## src/rtl/bfw_pkg.sv

```systemverilog
// ----------------------------------------------------------------------------
// bfw_pkg
// Shared types and fixed constants of the bilinear flow warp.
// ----------------------------------------------------------------------------
package bfw_pkg;

   localparam int FLOW_BITS      = 20;
   localparam int CFG_BITS       = 10;
   localparam int CSR_INDEX_BITS = 2;

   localparam logic [CSR_INDEX_BITS-1:0] REG_FRAME_WIDTH  = 2'd0;
   localparam logic [CSR_INDEX_BITS-1:0] REG_FRAME_HEIGHT = 2'd1;

   localparam logic [CFG_BITS-1:0] DIM_RESET = 10'd512;

   // stage strobes from the sequencer to the blend datapath
   typedef struct packed {
      logic take_p00;
      logic make_r0;
      logic take_p10;
      logic make_r1;
      logic make_v;
   } blend_ctl_type;

endpackage

```

## src/rtl/bfw_blend.sv

```systemverilog
// ----------------------------------------------------------------------------
// bfw_blend
// Bilinear blend of four neighbours read one by one from the frame store,
// with round half up and saturation of the result.
// ----------------------------------------------------------------------------
module bfw_blend
   import bfw_pkg::*;
#(
   parameter int PIXEL_BITS     = 16,
   parameter int FLOW_FRAC_BITS = 8
) (
   input  logic                      clock,
   input  blend_ctl_type             ctl,
   input  logic [PIXEL_BITS-1:0]     rd_data,
   input  logic [FLOW_FRAC_BITS-1:0] weight_a,
   input  logic [FLOW_FRAC_BITS-1:0] weight_b,
   output logic [PIXEL_BITS-1:0]     result
);

   localparam int P   = PIXEL_BITS;
   localparam int F   = FLOW_FRAC_BITS;
   localparam int R_W = P + F + 2;
   localparam int V_W = R_W + F + 2;

   localparam logic signed [V_W:0] PMAX = (V_W+1)'((64'sd1 <<< (P - 1)) - 64'sd1);
   localparam logic signed [V_W:0] PMIN = -PMAX - (V_W+1)'(1);

   logic signed [P-1:0]   sample;
   logic signed [P-1:0]   p00_ff;
   logic signed [P-1:0]   p10_ff;
   logic signed [P:0]     d_pix;
   logic signed [R_W-1:0] m_row;
   logic signed [R_W-1:0] row_in;
   logic signed [R_W-1:0] r0_ff;
   logic signed [R_W-1:0] r1_ff;
   logic signed [R_W:0]   d_row;
   logic signed [V_W-1:0] m_col;
   logic signed [V_W-1:0] v_in;
   logic signed [V_W-1:0] v_ff;
   logic signed [V_W:0]   rnd_c;
   logic signed [V_W:0]   v_rnd;
   logic signed [V_W:0]   q_full;

   assign sample = $signed(rd_data);

   // row blend: p0*one + (p1 - p0)*a, shared by both rows
   always_comb begin
      if (ctl.make_r0) begin
         d_pix = (P+1)'(sample) - (P+1)'(p00_ff);
         m_row = d_pix * $signed({1'b0, weight_a});
         row_in = (R_W'(p00_ff) <<< F) + m_row;
      end else begin
         d_pix = (P+1)'(sample) - (P+1)'(p10_ff);
         m_row = d_pix * $signed({1'b0, weight_a});
         row_in = (R_W'(p10_ff) <<< F) + m_row;
      end
   end

   assign d_row = (R_W+1)'(r1_ff) - (R_W+1)'(r0_ff);
   assign m_col = d_row * $signed({1'b0, weight_b});
   assign v_in  = (V_W'(r0_ff) <<< F) + m_col;

   always_ff @(posedge clock) begin
      if (ctl.take_p00) begin
         p00_ff <= sample;
      end
      if (ctl.take_p10) begin
         p10_ff <= sample;
      end
      if (ctl.make_r0) begin
         r0_ff <= row_in;
      end
      if (ctl.make_r1) begin
         r1_ff <= row_in;
      end
      if (ctl.make_v) begin
         v_ff <= v_in;
      end
   end

   assign rnd_c  = (V_W+1)'(1) <<< (2 * F - 1);
   assign v_rnd  = (V_W+1)'(v_ff) + rnd_c;
   assign q_full = v_rnd >>> (2 * F);

   always_comb begin
      if (q_full > PMAX) begin
         result = PMAX[P-1:0];
      end else if (q_full < PMIN) begin
         result = PMIN[P-1:0];
      end else begin
         result = q_full[P-1:0];
      end
   end

endmodule

```

## config.mk

```make
export PLATFORM = sky130hd
export DESIGN_NAME = bfw_blend
export DESIGN_NICKNAME = d
export VERILOG_FILES = /design/src/rtl/bfw_pkg.sv /design/src/rtl/bfw_blend.sv
export SDC_FILE = /design/constraint.sdc
export NUM_CORES = 1
export LEC_CHECK = 0
export BUFFER_PORTS_ARGS = -buffer_cell sky130_fd_sc_hd__buf_4
export CAP_MARGIN = 20
export CORE_MARGIN = 2
export CORE_UTILIZATION = 55
export DETAILED_ROUTE_END_ITERATION = 8
export GPL_ROUTABILITY_DRIVEN = 0
export PLACE_DENSITY = 0.74
export SYNTH_ARGS = -nofsm -noshare
export SYNTH_HDL_FRONTEND = slang
export SYNTH_SLANG_ARGS = --single-unit
```

## constraint.sdc

```tcl
create_clock -name clock -period 7.4 [get_ports clock]
set_input_delay 0.74 -clock clock [delete_from_list [all_inputs] [get_ports clock]]
set_output_delay 0.74 -clock clock [all_outputs]
set_load 0.1 [all_outputs]
```

# Word level (Yosys, flattened, before mapping)
# Index checks and enable logic that the tools add are counted.
# totals
register_bits	120
latch_bits	0
ram_bits	0
mem_bits_ro	0
in_bits	38
output_inout_bits	16
word_cells	20
n_memories	0
# classes
addsub	7
mul	3
div	0
magnitude_cmp	2
n_eq_ne	0
n_shift	0
muxes	3
bitwise	0
reduce_logical	0
# ops
operator	count
$add A24 B26 Y26	2
$mul A17 B9 Y26	2
$add A36 B17 Y37 const B	1
$add A34 B36 Y36	1
$mul A27 B9 Y36	1
$sub A16 B16 Y17	2
$mux W16	2
$sub A26 B26 Y27	1
$mux W26	1
$gt A21 B16 Y1 const B	1
$lt A21 B16 Y1 const B	1

# Logic depth before layout (Yosys ltp)
# Gate-level depths: netlist of run 1.
# depth
word_depth	4
mapped_depth	32
mapped_depth_nobuf	32

# Least setup slack after synthesis of run 1
# OpenSTA, ideal clock, no wires.
# synth_timing
kind	input to register
from	input port rd_data[0]
to	register r0_ff[25], data pin
setup_ns	0.263
t_arrival_ns	7.771
required_ns	7.137
slack_ns	-0.633
stages	30
path_buffers	0
path_cell_list	inv_1 -> ha_1 -> fa_1 -> nor2b_1 -> o21ai_0 -> a21boi_0 -> o21ai_0 -> a21boi_0 -> o2111ai_1 -> and3_1 -> o31ai_1 -> a21boi_0 -> fa_1 -> inv_1 -> fa_1 -> inv_1 -> fa_1 -> fa_1 -> inv_1 -> fa_1 -> inv_1 -> ha_1 -> and3_1 -> nand2_1 -> o21ba_2 -> a31oi_1 -> a31oi_1 -> o21ba_2 -> mux2i_1 -> a211o_1
# synth_between
elab_chain_len	4
word_cells_on_any_way	7
# synth_lines
item	line_no	text
start: declaration	bfw_blend.sv:14	input logic [PIXEL_BITS-1:0] rd_data,
$sub A16 B16 Y17, on equally long branches	bfw_blend.sv:53, bfw_blend.sv:49	
$mul A17 B9 Y26, on equally long branches	bfw_blend.sv:54, bfw_blend.sv:50	
$add A24 B26 Y26, on equally long branches	bfw_blend.sv:55, bfw_blend.sv:51	
$mux W26 (*)	bfw_blend.sv:48	if (ctl.make_r0) begin
named net row_in[25]	bfw_blend.sv:33	logic signed [R_W-1:0] row_in;
end signal: assignment	bfw_blend.sv:71	r0_ff <= row_in;
end: declaration	bfw_blend.sv:34	logic signed [R_W-1:0] r0_ff;
# The timed path passes the listed nets; every way through them passes the cells marked *.
# A chain may end at the register's enable or synchronous reset.

# Worst setup path in the final report of run 1
# layout_timing
from	input port rd_data[0]
to	register r1_ff[25], data pin
# layout_between
elab_chain_len	4
word_cells_on_any_way	7
# layout_lines
item	line_no	text
$sub A16 B16 Y17, on equally long branches	bfw_blend.sv:53, bfw_blend.sv:49	
$mul A17 B9 Y26, on equally long branches	bfw_blend.sv:54, bfw_blend.sv:50	
$add A24 B26 Y26, on equally long branches	bfw_blend.sv:55, bfw_blend.sv:51	
$mux W26 (*)	bfw_blend.sv:48	
named net row_in[25]	bfw_blend.sv:33	
end signal: assignment	bfw_blend.sv:74	r1_ff <= row_in;
end: declaration	bfw_blend.sv:35	logic signed [R_W-1:0] r1_ff;
# Marks and branches as above.

==> impl_metrics.toml, run 1 <==
[floorplanning]
core_um2 = 44200
die_x_um = 215
die_h_um = 215
ios = 54
die_area_um2 = 46400
start_util_pct = 55.6
std_cell_rows = 77

[hold_path]
hold_path.startpoint = "rd_data[4]"
hold_path_depth = 1
min_path_type = "in2reg"
holdPathEnd = "p00_ff[4]"

[drt]
vias = 19600
antenna_left = 0
first_pass_iters = 5
finalWirelength_um = 63400
wire_per_inst_um = 17.6
drt_iter0_markers = 1016
via_per_inst = 5.43
drc_errors = 0

[run_status]
status = "finished, violations left"
violations = "negative setup slack"

[sta]
finClkSkew_ps = 16.6
fin_crit_sh_pct = 103
maxSlewHeadroom_pct = 47.3
slew_violations = 0
max_freq_mhz = 132
setup_viol_count_final = 10
hold_slack_ps = 575
fin_ws_ps = -189
worst_slew_pin_slew_ps = 770
period_minus_slack_ps = 7590
rsz0062_at_grt = "true"
hold_viol_final = 0

[layout]
nets = 3732
area_growth_pct = 22.4
fin_util_pct = 68.1
mostFrequentLayoutCell = "inv_1"
drive_gt1_share_pct = 23.1
final_cell_mix = "inv_1, fa_1, buf_4, nand2_1, and2_1"

[run]
drv_cap = 0

[setup_path]
cp_max_fo = 4
cp_slowest_cell = "fa_1"
rr_startpoint = "p10_ff[0]"
r2r-end = "r1_ff[25]"
reg2regPathDepth = 30
cp.required_ps = 7540
startpoint = "rd_data[0]"
cp-start-kind = "input pin"
path_class = "in2reg"
crit_top_cell = "fa_1"
rrSetupSlack_ps = -160
cp.arrival_ps = 7730
cp_slowest_stage_delay_ps = 520
end_kind = "register"

[clocking]
cts-buffers-inserted = 9
clk_latency_ps = 390
numClockSinks = 105
h-tree-depth = 3
cts-root-buf = "clkbuf_16"
path_clk_slew_ps = 90
cts_tree = "yes"
cts_hold_buffers = 0
clk_path_buf_depth = 2

[global_route]
track_usage_pct = 27.7
antenna_found_initial = 1
grt_max_degree = 68
grt_pass1_vias = 21700
gr-total-overflow = 0
grt_pass1_wl_um = 104000

[synth]
yosysSeqAreaShare_pct = 12.8
synth_top_cell_area_share_pct = 36.4
synthArstFlopShare_pct = 0
synth_edf_count = 105
ys.flop_type = "edfxtp_1"
synth_top_area_cell = "fa_1"
yosysWarnings = 0
ys_types = 71
synthesis.area_um2 = 24600
synth_fp_nets = 3362
synth.avg_cell_area_um2 = 9.33
ys_ff_latch = 105
synth_cells = 2638
synth_area_leaders = "fa_1, edfxtp_1, ha_1, inv_1, and2_1"

[placement]
place_hpwl_um = 49100
io_buffers = 53
## routing by layer
metal  vias up  global-route usage (%)  routed length (um)
li1       8958                       -                   -
met1      9855                    33.5               25000
met2       612                    50.4               32900
met3       173                    3.40                3180
met4         0                    10.6                2360
met5         -                       0                   0
## metrics by stage
stage	instances	worst slack, ps	cell area, um2	TNS, ps
after CTS	3566	-2.68	29100	-5.33
after floorplan	2638	18.5	24900	0
after detailed placement	3507	-782	27900	-15830
final	3606	-189	30100	-783
after global placement	3507	-610	27900	-10030
after global routing	3606	-441	30100	-5590
## registers in the layout, indices dropped and copies added, names as in the netlist
register	flops
p00_ff	16
p10_ff	16
r0_ff	26
r1_ff	26
v_ff	21
## synthesized netlist by cell type (all sizes together) (10+ instances only)
cell    number
inv        588
fa         447
nand2      271
ha         239
and2       236
edfxtp     105
xnor2       85
a21oi       82
o21ai       81
nor2        73
clkbuf      50
nor2b       47
nand3       34
xor2        34
a21o        28
and3        21
nand2b      21
a21boi      19
nor3        18
o211ai      13
a31oi       11
a211oi      10
o21a        10
## worst max-delay path by stage
stage | end | depth (start not counted)
6_report | r1_ff[25] | 33
5_1_grt | r1_ff[25] | 33
4_1_cts | r1_ff[24] | 31
3_5_place_dp | r0_ff[25] | 30
3_3_place_gp | r0_ff[25] | 30
2_1_floorplan | r0_ff[25] | 30
## critical path, delay by kind of cell
kind | cells | cell delay [ps]
AO/OA/AOI/OAI | 11 | 1990
XOR/XNOR | 1 | 90
AND/OR/NAND/NOR | 6 | 1210
buffers and inverters | 7 | 660
adder cells (fa/ha/maj) | 8 | 3040
## timing repair
| action | 4_1_cts | 5_1_grt |
|---|---|---|
| setup buffers | 44 | 42 |
| gates resized for setup | 121 | 149 |
| pin swaps | 134 | 128 |
| endpoints found under the setup margin | 34 | 40 |
## layout make-up
type / instances / area, um2
clock buffers: 9 / 225
diodes: 1 / 2.50
clock inverters: 7 / 77.6
flip-flops and latches: 105 / 3150
repair buffers: 415 / 3170
fillers: 3177 / 14100
well taps: 592 / 741
inverters: 588 / 2210
multi-input cells: 1889 / 20500
## cells by family (layout without fill, tap and decap cells)
| logic type | Yosys count | count (layout) | share of synthesized area [%] |
|---|---|---|---|
| compound gates | 309 | 309 | 8.22 |
| xor+xnor | 119 | 119 | 4.24 |
| fa+ha+maj | 686 | 686 | 48.5 |
| buf+inv | 644 | 1019 | 9.87 |
| flops | 105 | 105 | 12.8 |
| mux | 9 | 9 | 0.402 |
| other cells | 0 | 1 | 0 |
| simple gates | 766 | 766 | 15.9 |
Power of run 1 is not shown: default switching activity piles up to over one toggle a cycle in this logic, so the estimate is an artifact.
==> inputs of run 2 (changes only) <==
--- a/config.mk
+++ b/config.mk
@@ -12,6 +12,7 @@
 export DETAILED_ROUTE_END_ITERATION = 8
 export GPL_ROUTABILITY_DRIVEN = 0
 export PLACE_DENSITY = 0.74
+export REMOVE_ABC_BUFFERS = 1
 export SYNTH_ARGS = -nofsm -noshare
 export SYNTH_HDL_FRONTEND = slang
 export SYNTH_SLANG_ARGS = --single-unit
==> constraint.sdc (replaced) <==
create_clock -name clock -period 6.9 [get_ports clock]
set_input_delay 0.69 -clock clock [delete_from_list [all_inputs] [get_ports clock]]
set_output_delay 0.69 -clock clock [all_outputs]
set_load 0.1 [all_outputs]
==> run 2 against run 1 <==
The flow still finishes with violations (negative setup slack). Register-to-register slack worse by 600 ps. Count of clock-buffer cells in the layout is 2 higher. Largest cell class unchanged. Clock skew is 4.7 ps lower. Non-clock buffer count is 140 higher. Worst setup slack worse by 570 ps. Sequential cell count stayed put. Global-route usage is 0.27 points lower. Die area stayed put.
==> impl_metrics.toml, run 2 (synthesis results as in run 1) <==
[sta]
finClkSkew_ps = 12.0
tns_ps = -15200
maxSlewHeadroom_pct = 45.3
fin_crit_sh_pct = 111
setup_viol_count_final = 42
max_freq_mhz = 131
worst_slew_pin_slew_ps = 800
slew_violations = 0
period_minus_slack_ps = 7660
fin_ws_ps = -756
rsz0062_at_grt = "true"
hold_viol_final = 0

[clocking]
cts-buffers-inserted = 9
cts-root-buf = "clkbuf_16"
clk_latency_ps = 390
path_clk_slew_ps = 70
h-tree-depth = 3
cts_tree = "yes"
numClockSinks = 105
clk_path_buf_depth = 2

[setup_path]
cp.required_ps = 7030
cp.arrival_ps = 7780
startpoint = "p10_ff[0]"
rr_startpoint = "p10_ff[0]"
crit_top_cell = "fa_1"
cp_num_buf_inv = 5
cp_slowest_stage_delay_ps = 560
end_kind = "register"
crit_family = "adder cells"
cp_max_fo = 4
cp_slowest_cell = "fa_1"
path_class = "reg2reg"
cp-start-kind = "register"

[floorplanning]
die_area_um2 = 46400
die_h_um = 215
start_util_pct = 55.6
core_um2 = 44200
ios = 54
die_x_um = 215
std_cell_rows = 77

[drt]
wire_per_inst_um = 16.9
antenna_left = 0
first_pass_iters = 6
finalWirelength_um = 63300
drc_errors = 0
via_per_inst = 5.40
vias = 20200
drt_iter0_markers = 1082

[hold_path]
hold_path.startpoint = "rd_data[0]"
min_path_type = "in2reg"

[global_route]
grt_max_degree = 68
gr-total-overflow = 0
grt_pass1_wl_um = 104000
grt_pass1_vias = 22400
track_usage_pct = 27.4
antenna_found_initial = 0

[layout]
nets = 3872
final_cell_mix = "inv_1, buf_4, fa_1, nand2_1, and2_1"
mostFrequentLayoutCell = "inv_1"
area_growth_pct = 27.1
reg.largest.list = "r0_ff: 26 flops, r1_ff: 26 flops, v_ff: 21 flops"
drive_gt1_share_pct = 27.6
antenna_cells = 0

[run_status]
status = "finished, violations left"
violations = "negative setup slack"

[placement]
place_hpwl_um = 48000
io_buffers = 53

[run]
drv_cap = 0
run 2: path summary, 6_finish.rpt:
kind                            slack (ps)         to  cells after the start
worst min-delay path                   490  p10_ff[0]                      1
worst min register to register        1090   r0_ff[0]                      3
worst max-delay path                  -760  r1_ff[25]                     31
worst max register to register        -760  r1_ff[25]                     31
run 2: routing by layer:
metal	share of wire, %	track usage (%)	vias to the layer above
met5	0	0	-
met4	3.4	9.77	0
met3	5.2	3.54	191
met2	52	50.8	650
met1	39	32.6	10100
li1	-	-	9245
run 2: final cells by class:
type | instances | area [um2]
inverters | 588 | 2210
well taps | 592 | 741
fillers | 3027 | 13000
multi-input cells | 1889 | 20600
repair buffers | 555 | 4290
flip-flops and latches | 105 | 3150
clock inverters | 3 | 20.0
clock buffers | 11 | 233
run 2: repair_timing:
action / CTS / global route
endpoints found under the setup margin: 57 / 55
pin swaps: 160 / 168
setup buffers: 44 / 40
hold buffers: 0 / 0
resized for setup: 227 / 174
run 2: per-stage QoR:
step                area (um2)  util [%]  hold WS, ps  cells  worst slack, ps
floorplan                24400         -          789   2582            -1080
global placement         28800      65.1          887   3661            -1490
detailed placement       28800      65.1          893   3661            -1840
CTS                      30400      68.7          497   3715             -621
global route             31300      70.7          475   3743            -1010
finish                   31300      70.7          486   3743             -756
Power of run 2 is left out for the same reason.
